`src/rtl/tfov_pkg.sv`:
```
// Shared types and constants of the toroidal field-of-view visibility test.
package tfov_pkg;

	localparam int CW = 27;
	localparam int ATAN_LEN = 24;

	localparam logic [1:0] CFG_WORLD_SIZE    = 2'd0;
	localparam logic [1:0] CFG_SENSE_RANGE   = 2'd1;
	localparam logic [1:0] CFG_FIELD_OF_VIEW = 2'd2;

	localparam logic [15:0] WORLD_SIZE_RST    = 16'd65535;
	localparam logic [14:0] SENSE_RANGE_RST   = 15'd6554;
	localparam logic [15:0] FIELD_OF_VIEW_RST = 16'd16384;

	localparam logic [31:0] HALF_TURN = 32'h8000_0000;
	localparam logic [31:0] ROUND_HALF = 32'h0000_8000;

	localparam logic [31:0] ATAN_TURNS [ATAN_LEN] = '{
		32'h20000000, 32'h12E4051E, 32'h09FB385B, 32'h051111D4,
		32'h028B0D43, 32'h0145D7E1, 32'h00A2F61E, 32'h00517C55,
		32'h0028BE53, 32'h00145F2F, 32'h000A2F98, 32'h000517CC,
		32'h00028BE6, 32'h000145F3, 32'h0000A2FA, 32'h0000517D,
		32'h000028BE, 32'h0000145F, 32'h00000A30, 32'h00000518,
		32'h0000028C, 32'h00000146, 32'h000000A3, 32'h00000051
	};

	typedef struct packed {
		logic signed [CW-1:0] x;
		logic signed [CW-1:0] y;
		logic [31:0]          z;
		logic                 zero;
		logic                 fail;
		logic [15:0]          head;
	} cordic_t;

	function automatic logic signed [16:0] wrap_diff(input logic signed [17:0] d,
		input logic [15:0] w);
		logic signed [18:0] d2;
		logic signed [18:0] w2;
		logic signed [17:0] r;
		d2 = {d, 1'b0};
		w2 = signed'({3'b000, w});
		if (d2 > w2) begin
			r = d - signed'({2'b00, w});
		end else if (d2 < -w2) begin
			r = d + signed'({2'b00, w});
		end else begin
			r = d;
		end
		return r[16:0];
	endfunction

endpackage

```
`src/rtl/tfov_geom.sv`:
```
// Front stages: torus wrap, range tests, squared distance and CORDIC set-up.
module tfov_geom #(
	parameter int IDX_BITS = 12
) (
	input  logic                  clk,
	input  logic [2:0]            en,
	input  logic [IDX_BITS-1:0]   observer_index,
	input  logic [15:0]           observer_x,
	input  logic [15:0]           observer_y,
	input  logic [15:0]           observer_heading,
	input  logic [IDX_BITS-1:0]   target_index,
	input  logic [15:0]           target_x,
	input  logic [15:0]           target_y,
	input  logic [15:0]           world_size,
	input  logic [14:0]           sense_range,
	input  logic [29:0]           range_sq,
	output tfov_pkg::cordic_t     c_out,
	output logic [IDX_BITS-1:0]   idx_out
);
	import tfov_pkg::*;

	logic signed [17:0] dx_raw, dy_raw;
	logic signed [16:0] dx_s1, dy_s1;
	logic               self_s1;
	logic [IDX_BITS-1:0] idx_s1, idx_s2;
	logic [15:0]        head_s1, head_s2;

	logic [16:0]        adx, ady;
	logic signed [16:0] dx_s2, dy_s2;
	logic [29:0]        sqx_s2, sqy_s2;
	logic               fail_s2, zero_s2;

	logic [30:0]        sum_sq;
	logic signed [15:0] dx16, dy16;
	logic signed [CW-1:0] x0, y0;
	cordic_t            c_nxt;

	assign dx_raw = signed'({2'b00, target_x}) - signed'({2'b00, observer_x});
	assign dy_raw = signed'({2'b00, target_y}) - signed'({2'b00, observer_y});

	always_ff @(posedge clk) begin
		if (en[0]) begin
			dx_s1   <= wrap_diff(dx_raw, world_size);
			dy_s1   <= wrap_diff(dy_raw, world_size);
			self_s1 <= (observer_index == target_index);
			idx_s1  <= target_index;
			head_s1 <= observer_heading;
		end
	end

	assign adx = dx_s1[16] ? 17'(-dx_s1) : 17'(dx_s1);
	assign ady = dy_s1[16] ? 17'(-dy_s1) : 17'(dy_s1);

	always_ff @(posedge clk) begin
		if (en[1]) begin
			fail_s2 <= self_s1 || (adx > {2'b00, sense_range}) || (ady > {2'b00, sense_range});
			zero_s2 <= (dx_s1 == '0) && (dy_s1 == '0);
			sqx_s2  <= 30'(adx[14:0]) * 30'(adx[14:0]);
			sqy_s2  <= 30'(ady[14:0]) * 30'(ady[14:0]);
			dx_s2   <= dx_s1;
			dy_s2   <= dy_s1;
			idx_s2  <= idx_s1;
			head_s2 <= head_s1;
		end
	end

	assign sum_sq = {1'b0, sqx_s2} + {1'b0, sqy_s2};
	assign dx16 = dx_s2[15:0];
	assign dy16 = dy_s2[15:0];
	assign x0 = {{(CW-24){dx16[15]}}, dx16, 8'd0};
	assign y0 = {{(CW-24){dy16[15]}}, dy16, 8'd0};

	always_comb begin
		c_nxt.fail = fail_s2 || (sum_sq > {1'b0, range_sq});
		c_nxt.zero = zero_s2;
		c_nxt.head = head_s2;
		if (dx16[15]) begin
			c_nxt.x = -x0;
			c_nxt.y = -y0;
			c_nxt.z = HALF_TURN;
		end else begin
			c_nxt.x = x0;
			c_nxt.y = y0;
			c_nxt.z = '0;
		end
	end

	always_ff @(posedge clk) begin
		if (en[2]) begin
			c_out   <= c_nxt;
			idx_out <= idx_s2;
		end
	end

endmodule

```
`config.mk`:
```
export PLATFORM = sky130hd
export DESIGN_NAME = tfov_geom
export DESIGN_NICKNAME = d
export VERILOG_FILES = /design/src/rtl/tfov_pkg.sv /design/src/rtl/tfov_geom.sv
export SDC_FILE = /design/constraint.sdc
export NUM_CORES = 1
export LEC_CHECK = 0
export BUFFER_PORTS_ARGS = -buffer_cell sky130_fd_sc_hd__buf_2
export CORE_UTILIZATION = 50
export CTS_CLUSTER_SIZE = 20
export DETAILED_ROUTE_END_ITERATION = 10
export PLACE_DENSITY_LB_ADDON = 0.15
export SLEW_MARGIN = 5
export SYNTH_ARGS = -nofsm -noshare
export SYNTH_HDL_FRONTEND = slang
export SYNTH_SLANG_ARGS = --single-unit
```
`constraint.sdc`:
```
create_clock -name clk -period 11.9 [get_ports clk]
set_clock_uncertainty 0.1 [all_clocks]
set_input_delay 3.57 -clock clk [delete_from_list [all_inputs] [get_ports clk]]
set_output_delay 3.57 -clock clk [all_outputs]
set_load 0.02 [all_outputs]
```
==> flow_metrics.tcl, run 1 <==
set metrics [dict create \
    worstMarginPinSlew_ns 1.17 \
    synth_ff_type "edfxtp_1" \
    synth.area.top_cells "edfxtp_1 24%, fa_1 18%, ha_1 18%" \
    nets 4346 \
    post_cts_buffers 0 \
    first_iter_violations 1615 \
    cp_slowest_cell "xor2_1" \
    synthDistinctLibCells 97 \
    synthMostInstantiatedCell "inv_1" \
    worstPathRequired_ns 12.12 \
    grt_pass1_vias 24600 \
    drive_gt1_frac 0.0994 \
    grt_pass1_wl_um 132000 \
    min_period_over_period 0.794 \
    place.gp.congestion 0.929 \
    status "complete, no violations" \
    synth.largest_area_cell "edfxtp_1" \
    dpl.hpwl_um 70400 \
    cts_tree "done" \
    die_y_um 251 \
    hold_viol 0 \
    drt-total-wl_um 84100 \
    io_pins 285 \
    syn_inst 3223 \
    cp-end-kind "flop" \
    path_clk_slew_ns 0.06 \
    cts.repair.resized 0 \
    cp.depth 26 \
    seq_area_um2 7510 \
    grt_max_degree 70 \
    hold_class "reg -> reg" \
    port_buffers 237 \
    ys_seq_area_frac 0.243 \
    synth_edf_count 250 \
    clkSinkCount 250 \
    antenna_found_initial 2 \
    place_ws_ns 2.43 \
    first_pass_iters 8 \
    fin_setup_tns_ns 0 \
    coreArea_um2 60700 \
    setup_viol 0 \
    cap_viol_max_count 0 \
    holdWs_ns 0.317 \
    grt_setup_unrepaired "false" \
    slew_headroom 0.217 \
    die_w_um 251 \
    avgViaCountPerCell 5.59 \
    critPathMostFrequentCell "fa_1" \
    ys_ff_latch 250 \
    die_area_um2 62900 \
    rows 90 \
    syn-cell-area_um2 30900 \
    wl_per_cell_um 19.7 \
    vias 23800 \
    multiInputGateArea_um2 20900 \
    clkLatencyLatePin_ns 0.58 \
    synth_top_area_frac 0.243 \
    synth_common_cells "564 x inv_1, 433 x ha_1, 283 x fa_1" \
    layout_setup_ws_ns 2.45 \
    drc_errors 0 \
    numCtsBuffers 28 \
    overflow 0 \
    fillers 5424 \
    postCtsHoldBufs 0 \
    detail-route-antenna-nets 0 \
    synth_warnings 0 \
    fin_crit_ns 9.45 \
    grtUsageTotal 0.268 \
    synthArstFlopShare 0 \
    clockRootBuffer "clkbuf_16" \
    critPathArrivalTime_ns 9.67 \
    area_delta_synth_final_pct 9.26 \
    rrSetupSlack_ns 2.45 \
    start_util 0.510 \
    postSynthAreaPerCell_um2 9.60 \
    report.final.slew_viol_count 0 \
    path_max_fanout 15 \
    worstSetupPathType "reg -> reg" \
    clk_path_buf_depth 3 \
    min_delay_path_depth 0 \
    r2r_cells 26 \
    timing.fmax_mhz 106 \
    critPathLaunchType "flop" \
    crit_path_max_incr_delay_ns 0.79 \
    cp.buffers_inverters 5 \
    cpLargestDelayFamily "adder cells" \
    cts_max_level 1 \
]
==> worst reg2reg max path, cell delays in order (launching register included) <==
cell	delay [ns]
edfxtp_1	0.53
inv_1	0.53
ha_1	0.31
nand3_1	0.24
o21ai_0	0.29
xor2_1	0.79
clkinv_1	0.61
nand2_1	0.30
fa_1	0.45
fa_1	0.55
inv_1	0.05
fa_1	0.51
fa_1	0.44
fa_1	0.54
inv_1	0.05
fa_1	0.52
inv_1	0.04
ha_1	0.39
o21ai_0	0.20
nor2_1	0.08
or4_1	0.41
o21ai_0	0.24
o21ai_1	0.16
o41ai_2	0.34
o311ai_0	0.20
a21oi_1	0.22
xnor2_1	0.10
==> sequential cells by signal, summed over array words and instances, names as in the netlist, 16 cells and up <==
| register | count |
|---|---|
| head_s2 | 16 |
| dx_s2 | 16 |
| c_out | 57 |
| sqy_s2 | 28 |
| dy_s2 | 16 |
| head_s1 | 16 |
| dy_s1 | 17 |
| sqx_s2 | 28 |
| dx_s1 | 17 |
==> through the flow <==
step	instance area (µm²)	util	cells
floorplan	31100	-	3272
global placement	32900	0.541	4213
detailed placement	32900	0.541	4213
CTS	33800	0.557	4264
global route	33800	0.557	4264
finish	33800	0.557	4265
==> worst paths after layout <==
| path | from | endpoint |
|---|---|---|
| hold reg to reg | head_s1[4] | head_s2[4] |
| setup / recovery | dy_s1[0] | sqy_s2[29] |
| setup reg to reg | dy_s1[0] | sqy_s2[29] |
| hold / removal | head_s1[4] | head_s2[4] |
==> kinds of logic (layout without fill, tap and decap cells) <==
kind of cell    count (synthesis)  after routing  share of synthesized area
fa+ha+maj                     716            716                      0.358
xor+xnor                      201            201                     0.0574
compound gates                639            639                      0.139
mux                             8              8                    0.00267
flops                         250            250                      0.243
other cells                     1             51                   0.000121
buf+inv                       674            884                     0.0887
simple gates                  734            734                      0.111
==> placed cells by master (no fill, tap or decap), types with 24 or more instances in the layout <==
| cell type | n |
|---|---|
| inv_1 | 564 |
| ha_1 | 433 |
| fa_1 | 283 |
| edfxtp_1 | 250 |
| buf_2 | 235 |
| nor2_1 | 226 |
| nand2_1 | 219 |
| a21oi_1 | 163 |
| xnor2_1 | 141 |
| o21ai_0 | 122 |
| a21o_1 | 74 |
| xor2_1 | 57 |
| nor3_1 | 52 |
| nand3_1 | 50 |
| conb_1 | 50 |
| o21a_1 | 45 |
| a211oi_1 | 35 |
| nor2b_1 | 31 |
| nand4_1 | 31 |
| clkbuf_16 | 28 |
| nand2b_1 | 25 |
| o21bai_1 | 24 |
==> metal layers <==
metal | share of wire | wire length (µm) | vias to the layer above | global-route usage
met5 | 0.00027 | 23 | - | 0
met4 | 0.030 | 2510 | 4 | 0.0864
met3 | 0.054 | 4510 | 151 | 0.0283
met2 | 0.49 | 41000 | 785 | 0.464
met1 | 0.43 | 36100 | 11500 | 0.349
li1 | - | - | 11400 | -
==> layout make-up <==
cell class / instances / share of cell area
well taps: 782 / 0.0290
clock inverters: 20 / 0.00633
diodes: 1 / 0.0000740
flip-flops and latches: 250 / 0.222
multi-input cells: 2348 / 0.618
repair buffers: 258 / 0.0399
inverters: 575 / 0.0639
clock buffers: 31 / 0.0211
Power of run 1 is left out: the tool's default activity adds up to more than one toggle a clock period on the data nets, which glitch-free logic cannot reach.
==> run 2, diff against run 1 <==
==> constraint.sdc (replaced) <==
create_clock -name clk -period 7.6 [get_ports clk]
set_clock_uncertainty 0.1 [all_clocks]
set_input_delay 2.28 -clock clk [delete_from_list [all_inputs] [get_ports clk]]
set_output_delay 2.28 -clock clk [all_outputs]
set_load 0.02 [all_outputs]
==> flow_metrics.tcl, run 2 (synthesis gave the netlist of run 1 again) <==
set metrics [dict create \
    clockRootBuffer "clkbuf_16" \
    fillers 5245 \
    die_y_um 251 \
    dp.cells 4355 \
    overflow 0 \
    die_w_um 251 \
    clkLatencyLatePin_ns 0.58 \
    path_max_fanout 5 \
    drive_gt1_frac 0.167 \
    worstPathRequired_ns 7.82 \
    top_register "c_out" \
    fin_crit_ns 7.49 \
    clkSinkCount 250 \
    avgViaCountPerCell 5.52 \
    grt_pass1_vias 25300 \
    crit_start "dy_s1[6]" \
    die_area_um2 62900 \
    critPathArrivalTime_ns 7.71 \
    hold_class "reg -> reg" \
    worstReg2RegEnd "sqy_s2[29]" \
    critPathLaunchType "flop" \
    min_delay_path_depth 0 \
    largest_reg_flops 57 \
    whs_endpoint "head_s2[2]" \
    nets 4505 \
    drt-total-wl_um 83800 \
    cap_viol_max_count 0 \
    r2r-start "dy_s1[6]" \
    wl_per_cell_um 19.0 \
    place.gp.congestion 0.978 \
    final_common_cell "inv_1" \
    vias 24400 \
    port_buffers 237 \
    holdWs_ns 0.312 \
    min_period_over_period 0.985 \
    dpl.hpwl_um 70600 \
    status "complete, no violations" \
    report.final.slew_viol_count 0 \
    hp-start "head_s1[2]" \
    n_antenna_cell 0 \
    r2r_cells 27 \
    cts_max_level 1 \
    numCtsBuffers 27 \
    clk_path_buf_depth 3 \
    first_pass_iters 5 \
    start_util 0.510 \
    path_clk_slew_ns 0.06 \
    grtUsageTotal 0.266 \
    cp-end-kind "flop" \
    worstMarginPinSlew_ns 1.12 \
    antenna_found_initial 5 \
    place_ws_ns -0.218 \
    fin_util 0.587 \
    setup_viol 0 \
    top_regs "c_out x57, sqx_s2 x28, sqy_s2 x28" \
    rows 90 \
    timing.fmax_mhz 134 \
    layout_setup_ws_ns 0.113 \
    hold_viol 0 \
    worstSetupPathType "reg -> reg" \
    drc_errors 0 \
    grt_pass1_wl_um 132000 \
    coreArea_um2 60700 \
    grt_setup_unrepaired "true" \
    cts_tree "done" \
    mostFrequentLayoutCells "551 x inv_1, 421 x ha_1, 279 x fa_1" \
    rrSetupSlack_ns 0.11 \
    first_iter_violations 1433 \
    grt_max_degree 70 \
    stdcell_count 4423 \
    slew_headroom 0.251 \
    area_delta_synth_final_pct 15.1 \
    io_pins 285 \
    detail-route-antenna-nets 0 \
]
==> run 2: layer usage <==
| metal | global-route usage | vias up | part of all wire |
|---|---|---|---|
| met5 | 0 | - | 0.00041 |
| met4 | 0.0908 | 6 | 0.034 |
| met3 | 0.0206 | 158 | 0.052 |
| met2 | 0.471 | 777 | 0.50 |
| met1 | 0.341 | 11800 | 0.42 |
| li1 | - | 11700 | - |
==> run 2: layout make-up <==
type	count	area (µm²)	area share
timing repair buffer	418	2580	0.0724
clock inverter	21	268	0.00752
clock buffer	29	683	0.0192
inverter	575	2160	0.0608
sequential	250	7510	0.211
tap	782	978	0.0275
multi-input combinational	2348	21400	0.602
==> run 2: critical path, stage by stage (launching register included) <==
cell and delay (ns):
edfxtp_1 0.44, nor4_4 0.35, buf_4 0.18, nand3_4 0.12, o31ai_4 0.33, xor2_4 0.32, buf_6 0.15, nor2_2 0.03
fa_1 0.58, inv_2 0.05, fa_1 0.50, inv_1 0.05, fa_1 0.51, fa_2 0.46, fa_1 0.54, inv_2 0.04
fa_1 0.51, inv_2 0.05, ha_4 0.21, nand3_2 0.05, o211ai_1 0.12, or4_4 0.54, o21ai_4 0.18, o21ai_2 0.09
o41ai_4 0.23, o311ai_0 0.21, a21oi_1 0.20, xnor2_1 0.09
==> run 2: worst max-delay path by stage <==
stage                 endpoint  slack (ns)  cells after the start
floorplan           sqy_s2[29]       -0.02                     28
global placement    sqy_s2[29]       -0.11                     27
detailed placement  sqy_s2[29]       -0.22                     25
CTS                 sqy_s2[27]       0.002                     26
global route        sqx_s2[28]       -0.16                     27
finish              sqy_s2[29]        0.11                     27
==> run 2: what timing repair did <==
action / 4_1_cts / 5_1_grt
hold buffers: 0 / 0
cloned: 0 / 0
resized for setup: 12 / 111
setup endpoints to repair: 3 / 17
pin swaps: 3 / 91
setup buffers: 3 / 15
==> run 2: stage by stage <==
step / instance area [µm²] / TNS (ns)
detailed placement: 34000 / -0.367
floorplan: 31200 / -0.0204
global route: 35600 / -0.877
global placement: 34000 / -0.144
CTS: 35000 / 0
finish: 35600 / 0
Power of run 2 is left out for the same reason.
